File: config.mk
export PLATFORM = sky130hd
export DESIGN_NAME = two_stack_byte_machine_executor
export DESIGN_NICKNAME = d
export VERILOG_FILES = /design/src/sv/tsbm_pkg.sv /design/src/sv/two_stack_byte_machine_executor.sv
export SDC_FILE = /design/constraint.sdc
export NUM_CORES = 1
export LEC_CHECK = 0
export BUFFER_PORTS_ARGS = -buffer_cell sky130_fd_sc_hd__buf_2
export CORE_MARGIN = 3
export CORE_UTILIZATION = 40
export CTS_BUF_LIST = sky130_fd_sc_hd__clkbuf_8
export CTS_CLUSTER_DIAMETER = 60
export DETAILED_ROUTE_END_ITERATION = 7
export PLACE_DENSITY = 0.61
export SLEW_MARGIN = 20
export SYNTH_ARGS = -nofsm -noshare
export SYNTH_HDL_FRONTEND = slang
export SYNTH_SLANG_ARGS = --single-unit
File: constraint.sdc
create_clock -name clk -period 4.66 [get_ports clk]
set_input_delay 0.932 -clock clk [delete_from_list [all_inputs] [get_ports clk]]
set_output_delay 0.932 -clock clk [all_outputs]
set_load 0.1 [all_outputs]
File: src/sv/tsbm_pkg.sv
`default_nettype none

package tsbm_pkg;

    localparam int unsigned STACK_DEPTH_DEF = 16;
    localparam int unsigned NUM_REGS        = 4;
    localparam int unsigned OPCODE_W        = 5;
    localparam int unsigned S_TDATA_W       = 16;
    localparam int unsigned M_TDATA_W       = 16;

    typedef enum logic [OPCODE_W-1:0] {
        OP_ADD       = 5'd0,
        OP_AND       = 5'd1,
        OP_SUB       = 5'd2,
        OP_OR        = 5'd3,
        OP_SHL       = 5'd4,
        OP_SHR       = 5'd5,
        OP_PUSH1     = 5'd6,
        OP_PUSH2     = 5'd7,
        OP_POP1      = 5'd8,
        OP_POP2      = 5'd9,
        OP_MOV       = 5'd10,
        OP_SAV2      = 5'd11,
        OP_SAV3      = 5'd12,
        OP_OUT       = 5'd13,
        OP_HOST_PUSH = 5'd16,
        OP_HOST_POP  = 5'd17
    } opcode_t;

    // Stage-one beat: either a finished result or a pop waiting on memory data
    typedef struct packed {
        logic       pop;        // value comes from a stack read
        logic       pop_sel2;   // read came from stack two
        logic       pop_empty;  // stack was empty, popped byte is zero
        logic       pop_wr;     // write popped byte to a register
        logic [1:0] pop_dest;
        logic       value_valid;
        logic [7:0] value;
        logic       overflow;
    } s1_t;

endpackage

`default_nettype wire

File: src/sv/two_stack_byte_machine_executor.sv
`default_nettype none
// Two-stack byte machine: one instruction per beat.
// The result beat passes through the stage-one register (decode/memory access), then the result register.
// Throughput: one instruction per cycle, no bubbles, unless m_tready stalls the result register; set by the
// single-port access of each stack memory and one register-file update per instruction.
// Reset (rst_n low, asynchronous): general registers, stack counts and pipeline valids clear;
// stack memories are not cleared, only entries below the count are ever read.
module two_stack_byte_machine_executor #(
    parameter int unsigned STACK_DEPTH = tsbm_pkg::STACK_DEPTH_DEF
) (
    input  wire logic                           clk,
    input  wire logic                           rst_n,
    input  wire logic                           s_tvalid,
    output logic                                s_tready,
    input  wire logic [tsbm_pkg::S_TDATA_W-1:0] s_tdata,  // [4:0] opcode, [12:5] operand, [15:13] 0
    output logic                                m_tvalid,
    input  wire logic                           m_tready,
    output logic [tsbm_pkg::M_TDATA_W-1:0]      m_tdata   // [0] value_valid, [8:1] value,
                                                          // [9] overflow, [15:10] 0
);

    localparam int unsigned AW = $clog2(STACK_DEPTH);
    localparam int unsigned CW = $clog2(STACK_DEPTH + 1);

    // ---------------------------------------------------------------
    // State
    // ---------------------------------------------------------------
    logic [7:0]        gp_reg [tsbm_pkg::NUM_REGS];
    logic [7:0]        gp_next [tsbm_pkg::NUM_REGS];
    logic [CW-1:0]     cnt1_reg, cnt1_next;
    logic [CW-1:0]     cnt2_reg, cnt2_next;

    logic [7:0]        stk1_mem [STACK_DEPTH];
    logic [7:0]        stk2_mem [STACK_DEPTH];
    logic [7:0]        rd1_reg;
    logic [7:0]        rd2_reg;

    logic              s1_valid_reg;
    tsbm_pkg::s1_t     s1_reg, s1_next;

    logic              o_valid_reg;
    logic              o_vv_reg;
    logic [7:0]        o_value_reg;
    logic              o_ovf_reg;

    // ---------------------------------------------------------------
    // Handshake: the result register frees stage one, stage one frees input
    // ---------------------------------------------------------------
    logic out_free;
    logic s1_go;
    logic accept;

    assign out_free = !o_valid_reg || m_tready;
    assign s1_go    = s1_valid_reg && out_free;
    assign s_tready = !s1_valid_reg || out_free;
    assign accept   = s_tvalid && s_tready;

    // ---------------------------------------------------------------
    // Stage one: byte popped by the instruction held in stage one, forwarded into register reads
    // ---------------------------------------------------------------
    logic [7:0] pop_data;
    logic [7:0] s1_value;
    logic [7:0] fwd [tsbm_pkg::NUM_REGS];

    always_comb
    begin
        pop_data = s1_reg.pop_empty ? 8'd0 : (s1_reg.pop_sel2 ? rd2_reg : rd1_reg);
        // Only a host pop reports its byte; register pops leave value at zero
        s1_value = (s1_reg.pop && s1_reg.value_valid) ? pop_data : s1_reg.value;
        for (int i = 0; i < tsbm_pkg::NUM_REGS; i++)
        begin
            fwd[i] = (s1_valid_reg && s1_reg.pop && s1_reg.pop_wr && (s1_reg.pop_dest == 2'(i)))
                   ? pop_data : gp_reg[i];
        end
    end

    // ---------------------------------------------------------------
    // Decode and execute
    // ---------------------------------------------------------------
    tsbm_pkg::opcode_t opcode;
    logic [7:0]        operand;
    logic [3:0]        d_idx, s_idx;
    logic [7:0]        a_val, b_val;
    logic              wr_en;
    logic [1:0]        wr_idx;
    logic [7:0]        wr_val;
    logic              push1, push2, pop1, pop2;
    logic [7:0]        push_val;
    logic              full1, full2, empty1, empty2;
    logic [AW-1:0]     wr1_addr, wr2_addr, rd1_addr, rd2_addr;
    logic [CW-1:0]     cnt1_dec, cnt2_dec;

    assign opcode  = tsbm_pkg::opcode_t'(s_tdata[4:0]);
    assign operand = s_tdata[12:5];
    assign d_idx   = operand[7:4];
    assign s_idx   = operand[3:0];
    assign a_val   = (d_idx[3:2] == 2'b00) ? fwd[d_idx[1:0]] : 8'd0;
    assign b_val   = (s_idx[3:2] == 2'b00) ? fwd[s_idx[1:0]] : 8'd0;

    assign full1    = (cnt1_reg == CW'(STACK_DEPTH));
    assign full2    = (cnt2_reg == CW'(STACK_DEPTH));
    assign empty1   = (cnt1_reg == '0);
    assign empty2   = (cnt2_reg == '0);
    assign cnt1_dec = cnt1_reg - 1'b1;
    assign cnt2_dec = cnt2_reg - 1'b1;
    assign wr1_addr = cnt1_reg[AW-1:0];
    assign wr2_addr = cnt2_reg[AW-1:0];
    assign rd1_addr = cnt1_dec[AW-1:0];
    assign rd2_addr = cnt2_dec[AW-1:0];

    always_comb
    begin
        wr_en    = 1'b0;
        wr_idx   = d_idx[1:0];
        wr_val   = 8'd0;
        push1    = 1'b0;
        push2    = 1'b0;
        pop1     = 1'b0;
        pop2     = 1'b0;
        push_val = a_val;
        s1_next  = '0;
        s1_next.pop_dest = d_idx[1:0];
        case (opcode)
            tsbm_pkg::OP_ADD:
            begin
                wr_en  = 1'b1;
                wr_val = a_val + b_val;
            end
            tsbm_pkg::OP_AND:
            begin
                wr_en  = 1'b1;
                wr_val = a_val & b_val;
            end
            tsbm_pkg::OP_SUB:
            begin
                wr_en  = 1'b1;
                wr_val = a_val - b_val;
            end
            tsbm_pkg::OP_OR:
            begin
                wr_en  = 1'b1;
                wr_val = a_val | b_val;
            end
            tsbm_pkg::OP_SHL:
            begin
                wr_en  = 1'b1;
                wr_val = {a_val[6:0], 1'b0};
            end
            tsbm_pkg::OP_SHR:
            begin
                wr_en  = 1'b1;
                wr_val = {1'b0, a_val[7:1]};
            end
            tsbm_pkg::OP_PUSH1:
            begin
                push1            = !full1;
                s1_next.overflow = full1;
            end
            tsbm_pkg::OP_PUSH2:
            begin
                push2            = !full2;
                s1_next.overflow = full2;
            end
            tsbm_pkg::OP_POP1:
            begin
                pop1              = !empty1;
                s1_next.pop       = 1'b1;
                s1_next.pop_empty = empty1;
                s1_next.pop_wr    = (d_idx[3:2] == 2'b00);
            end
            tsbm_pkg::OP_POP2:
            begin
                pop2              = !empty2;
                s1_next.pop       = 1'b1;
                s1_next.pop_sel2  = 1'b1;
                s1_next.pop_empty = empty2;
                s1_next.pop_wr    = (d_idx[3:2] == 2'b00);
            end
            tsbm_pkg::OP_MOV:
            begin
                wr_en  = 1'b1;
                wr_val = b_val;
            end
            tsbm_pkg::OP_SAV2:
            begin
                wr_en  = 1'b1;
                wr_idx = 2'd2;
                wr_val = operand;
            end
            tsbm_pkg::OP_SAV3:
            begin
                wr_en  = 1'b1;
                wr_idx = 2'd3;
                wr_val = operand;
            end
            tsbm_pkg::OP_OUT:
            begin
                s1_next.value_valid = 1'b1;
                s1_next.value       = a_val;
            end
            tsbm_pkg::OP_HOST_PUSH:
            begin
                push1            = !full1;
                push_val         = operand;
                s1_next.overflow = full1;
            end
            tsbm_pkg::OP_HOST_POP:
            begin
                pop2                = !empty2;
                s1_next.pop         = 1'b1;
                s1_next.pop_sel2    = 1'b1;
                s1_next.pop_empty   = empty2;
                s1_next.value_valid = 1'b1;
            end
            default:
            begin
                wr_en = 1'b0;
            end
        endcase
        // ALU-style ops only write real registers; SAV2/SAV3 always target one
        if ((opcode != tsbm_pkg::OP_SAV2) && (opcode != tsbm_pkg::OP_SAV3) && (d_idx[3:2] != 2'b00))
        begin
            wr_en = 1'b0;
        end
    end

    // ---------------------------------------------------------------
    // Next register file and counts: the younger instruction wins a collision
    // ---------------------------------------------------------------
    always_comb
    begin
        for (int i = 0; i < tsbm_pkg::NUM_REGS; i++)
        begin
            gp_next[i] = gp_reg[i];
            if (s1_go && s1_reg.pop && s1_reg.pop_wr && (s1_reg.pop_dest == 2'(i)))
            begin
                gp_next[i] = pop_data;
            end
            if (accept && wr_en && (wr_idx == 2'(i)))
            begin
                gp_next[i] = wr_val;
            end
        end
        cnt1_next = cnt1_reg;
        cnt2_next = cnt2_reg;
        if (accept && push1)
        begin
            cnt1_next = cnt1_reg + 1'b1;
        end
        if (accept && pop1)
        begin
            cnt1_next = cnt1_dec;
        end
        if (accept && push2)
        begin
            cnt2_next = cnt2_reg + 1'b1;
        end
        if (accept && pop2)
        begin
            cnt2_next = cnt2_dec;
        end
    end

    always_ff @(posedge clk or negedge rst_n)
    begin
        if (!rst_n)
        begin
            for (int i = 0; i < tsbm_pkg::NUM_REGS; i++)
            begin
                gp_reg[i] <= 8'd0;
            end
            cnt1_reg <= '0;
            cnt2_reg <= '0;
        end
        else
        begin
            for (int i = 0; i < tsbm_pkg::NUM_REGS; i++)
            begin
                gp_reg[i] <= gp_next[i];
            end
            cnt1_reg <= cnt1_next;
            cnt2_reg <= cnt2_next;
        end
    end

    // ---------------------------------------------------------------
    // Stack memories: write on push, registered read on pop; read data
    // holds until the next pop so a stalled beat keeps its byte
    // ---------------------------------------------------------------
    always_ff @(posedge clk)
    begin
        if (accept && push1)
        begin
            stk1_mem[wr1_addr] <= push_val;
        end
        if (accept && pop1)
        begin
            rd1_reg <= stk1_mem[rd1_addr];
        end
    end

    always_ff @(posedge clk)
    begin
        if (accept && push2)
        begin
            stk2_mem[wr2_addr] <= push_val;
        end
        if (accept && pop2)
        begin
            rd2_reg <= stk2_mem[rd2_addr];
        end
    end

    // ---------------------------------------------------------------
    // Stage one register and result register
    // ---------------------------------------------------------------
    always_ff @(posedge clk or negedge rst_n)
    begin
        if (!rst_n)
        begin
            s1_valid_reg <= 1'b0;
            o_valid_reg  <= 1'b0;
        end
        else
        begin
            if (accept)
            begin
                s1_valid_reg <= 1'b1;
            end
            else if (s1_go)
            begin
                s1_valid_reg <= 1'b0;
            end
            if (s1_go)
            begin
                o_valid_reg <= 1'b1;
            end
            else if (m_tready)
            begin
                o_valid_reg <= 1'b0;
            end
        end
    end

    always_ff @(posedge clk)
    begin
        if (accept)
        begin
            s1_reg <= s1_next;
        end
        if (s1_go)
        begin
            o_vv_reg    <= s1_reg.value_valid;
            o_value_reg <= s1_value;
            o_ovf_reg   <= s1_reg.overflow;
        end
    end

    assign m_tvalid = o_valid_reg;
    assign m_tdata  = {6'd0, o_ovf_reg, o_value_reg, o_vv_reg};

endmodule

`default_nettype wire

==> summary.txt <==
Power
  • Peak VDD IR: 0.3357 mV
  • Overall Power: 9358 uW
  • Pwr dens: 503.7 mW/mm2
  • Leak Pwr: 0.006458 uW

Run status
  • Status: complete, no violations

Floorplan
  • Initial Util: 40.66%
  • Die height: 207.2 um
  • Overall die area: 0.04293 mm2
  • Row count: 73
  • Core area: 0.03982 mm2
  • DIE WIDTH: 207.2 um
  • Top-Level Pins: 38

CTS
  • Clock root buffer: clkbuf_8
  • Clock slew at reported path FFs: 0.06 ns
  • Worst-Skew Late Latency: 0.64 ns
  • H-tree levels: 2
  • Deepest clock path buffer count: 3
  • CTS Sinks: 342
  • CTS Hold Bufs: 0
  • Num CTS Buffers: 56
  • CTS tree: done

Placement
  • Routability cong.: 0.9782
  • I/O Buffers: 28
  • HPWL reported at the end of detailed placement: 28,640 um

Worst setup path
  • Critical Path RT: 5.21 ns
  • Crit path kind: reg2reg
  • Critical path's slowest cell: or4b_4
  • Worst path cell trace: nand3_2 -> nor2_1 -> buf_4 -> mux2i_1 -> o221ai_2 -> or4b_4 -> nand2_1 -> xor2_1 -> ha_1 -> inv_1 -> a21oi_1 -> o21ai_0 -> o2bb2ai_1 -> or4_4 -> a2111o_1 -> a31oi_1
  • Worst stage delay on the critical path: 0.59 ns
  • Crit Path Max Fanout: 9
  • CP endpoint kind: flop
  • Worst Path Arrival: 4.96 ns
  • Worst setup SP type: flop

Timing
  • Post-layout min period: 4.410 ns
  • Fin Setup TNS: 0 ns
  • Period utilization: 94.63%
  • Relative slew slack: 23.72%
  • Final setup vio count: 0
  • RSZ-0062 raised after global routing: no
  • Worst-Margin Slew: 1.135 ns
  • Max frequency: 226.8 MHz
  • Clock Skew: 0.02644 ns
  • Slew Limit Fails: 0
  • Final Hold Fails: 0

Route
  • DRC viols: 0
  • Vias: 10,201
  • Drt wl/cell: 23.50 um
  • Vias per std cell: 5.686
  • DRT iter0 DRCs: 885
  • DRT antenna net count: 0
  • Routed WL: 42,170 um
  • Drt first pass iters: 6

Yosys
  • Cells after Synth: 1,097
  • Netlist cell types: 87
  • Post-Syn Area: 0.01619 mm2
  • Post-synthesis register bit count: 342
  • FFs w/ async S/R, synth: 12.87%
  • Ys flop type: edfxtp_1
  • Number of synthesis warnings: 0
  • Seq/Total Area, Yosys: 62.07%
  • Mean post-synth cell area: 14.76 um2
  • EDFF count, synth: 298

GRT
  • Largest net degree at the start of global routing: 45
  • Initial antenna violation count: 1
  • First-pass GRT wire length: 63,930 um
  • Grt total ovfl: 0
  • Number of global-route vias before repair: 10,176
  • GRT Util Overall: 19.52%

Final layout
  • Layout cell share with drive strength beyond 1: 27.21%
  • Area Overhead vs Synth: 14.75%
  • NumNets Final: 1,255

Flow run
  • Max-cap violation count: 0

Hold path
  • Worst Hold Class: in2async
==> worst max-delay path, delay by kind of cell, from the launching register on <==
family	cells	cell delay [ns]
AO/OA/AOI/OAI	6	1.31
XOR/XNOR	1	0.07
adder cells (fa/ha/maj)	1	0.31
buffers and inverters	2	0.23
flip-flops	1	0.51
multiplexers	1	0.32
AND/OR/NAND/NOR	5	1.57
==> timing repair <==
item	in CTS	in global routing
buffers inserted	0	5
endpoints found under the setup margin	0	4
resized for setup	0	7
==> final cells by class <==
class,count,area [um2]
clock inverter,48,286.5
sequential,342,10050
tap,525,656.9
fill,3566,21240
clock buffer,58,798.3
timing repair buffer,132,920.9
antenna,1,2.502
inverter,27,101.3
multi-input combinational,661,5759
==> stage by stage <==
stage | instance area (um2) | setup WS [ns] | std cells | hold slack [ns] | utilization (%)
floorplan | 16210 | 0.3157 | 1102 | 0.4003 | -
global placement | 17430 | -0.1692 | 1682 | 0.4653 | 43.76
detailed placement | 17440 | -0.1541 | 1682 | 0.4761 | 43.78
CTS | 18520 | 0.06947 | 1788 | 0.3888 | 46.51
global route | 18580 | 0.009424 | 1794 | 0.4256 | 46.65
finish | 18580 | 0.2501 | 1794 | 0.4014 | 46.65
==> synth_stat cells, types with 11 or more instances <==
master / instances / area [um2]
edfxtp_1: 298 / 8949
mux4_2: 85 / 1914
nor2_1: 84 / 315.3
a21oi_1: 56 / 280.3
clkbuf_1: 48 / 180.2
nand2_1: 48 / 180.2
dfrtp_1: 44 / 1101
mux2i_1: 29 / 290.3
o21ai_0: 29 / 145.1
a211oi_1: 28 / 210.2
inv_1: 26 / 97.59
nor2b_1: 25 / 156.4
nor3_1: 24 / 120.1
mux2_2: 16 / 180.2
xnor2_1: 16 / 140.1
a31oi_1: 14 / 87.58
and2_1: 14 / 87.58
ha_1: 14 / 175.2
nand2b_1: 13 / 81.33
nand3_1: 13 / 65.06
o211ai_1: 11 / 82.58
==> per-layer routing <==
metal,share of wire (%),GRT usage [%]
met5,0,0
met4,3.6,7.467
met3,6.5,3.529
met2,47,30.95
met1,43,27.06
==> power breakdown <==
group	internal (uW)	switching, uW	total [uW]	leakage, uW
logic	1460	1620	3080	0.00253
registers	3580	186	3770	0.00329
clock network	1290	1230	2510	0.000634
total	6330	3030	9360	0.00646
==> cell usage in the layout (no fill, tap or decap), drive strengths merged, types with 16 or more instances in the layout <==
cell type,synthesis,layout
a211oi,28,28
a21oi,57,57
buf,24,132
clkbuf,48,58
clkinv,1,25
dfrtp,44,44
edfxtp,298,298
inv,26,48
mux2,16,16
mux2i,32,32
mux4,85,85
nand2,49,49
nor2,86,86
nor2b,25,25
nor3,25,25
o21ai,29,29
xnor2,16,16
==> cell families (layout without fill, tap and decap cells) <==
| logic type | Yosys count | in the layout | share of synthesized area, % |
|---|---|---|---|
| flip-flops | 342 | 342 | 62.07 |
| AND/OR/NAND/NOR | 276 | 276 | 8.818 |
| AO/OA/AOI/OAI | 208 | 208 | 8.810 |
| multiplexers | 133 | 133 | 15.04 |
| buffers and inverters | 99 | 265 | 2.790 |
| XOR/XNOR | 23 | 23 | 1.244 |
| adder cells (fa/ha/maj) | 15 | 15 | 1.206 |
| other | 1 | 7 | 0.02316 |
==> final timing paths <==
check,start,to,slack [ns],cells after the start
setup / recovery,s1_valid_reg,gp_reg[23],0.25,16
hold reg to reg,s1_reg[9],o_vv_reg,0.48,0
min in group clk,s1_reg[9],o_vv_reg,0.48,0
setup reg to reg,s1_valid_reg,gp_reg[23],0.25,16
hold / removal,rst_n,m_tvalid,0.40,2
max in group asynchronous,rst_n,cnt2_reg[0],3.77,2
Power figures use the tool's default switching activity.
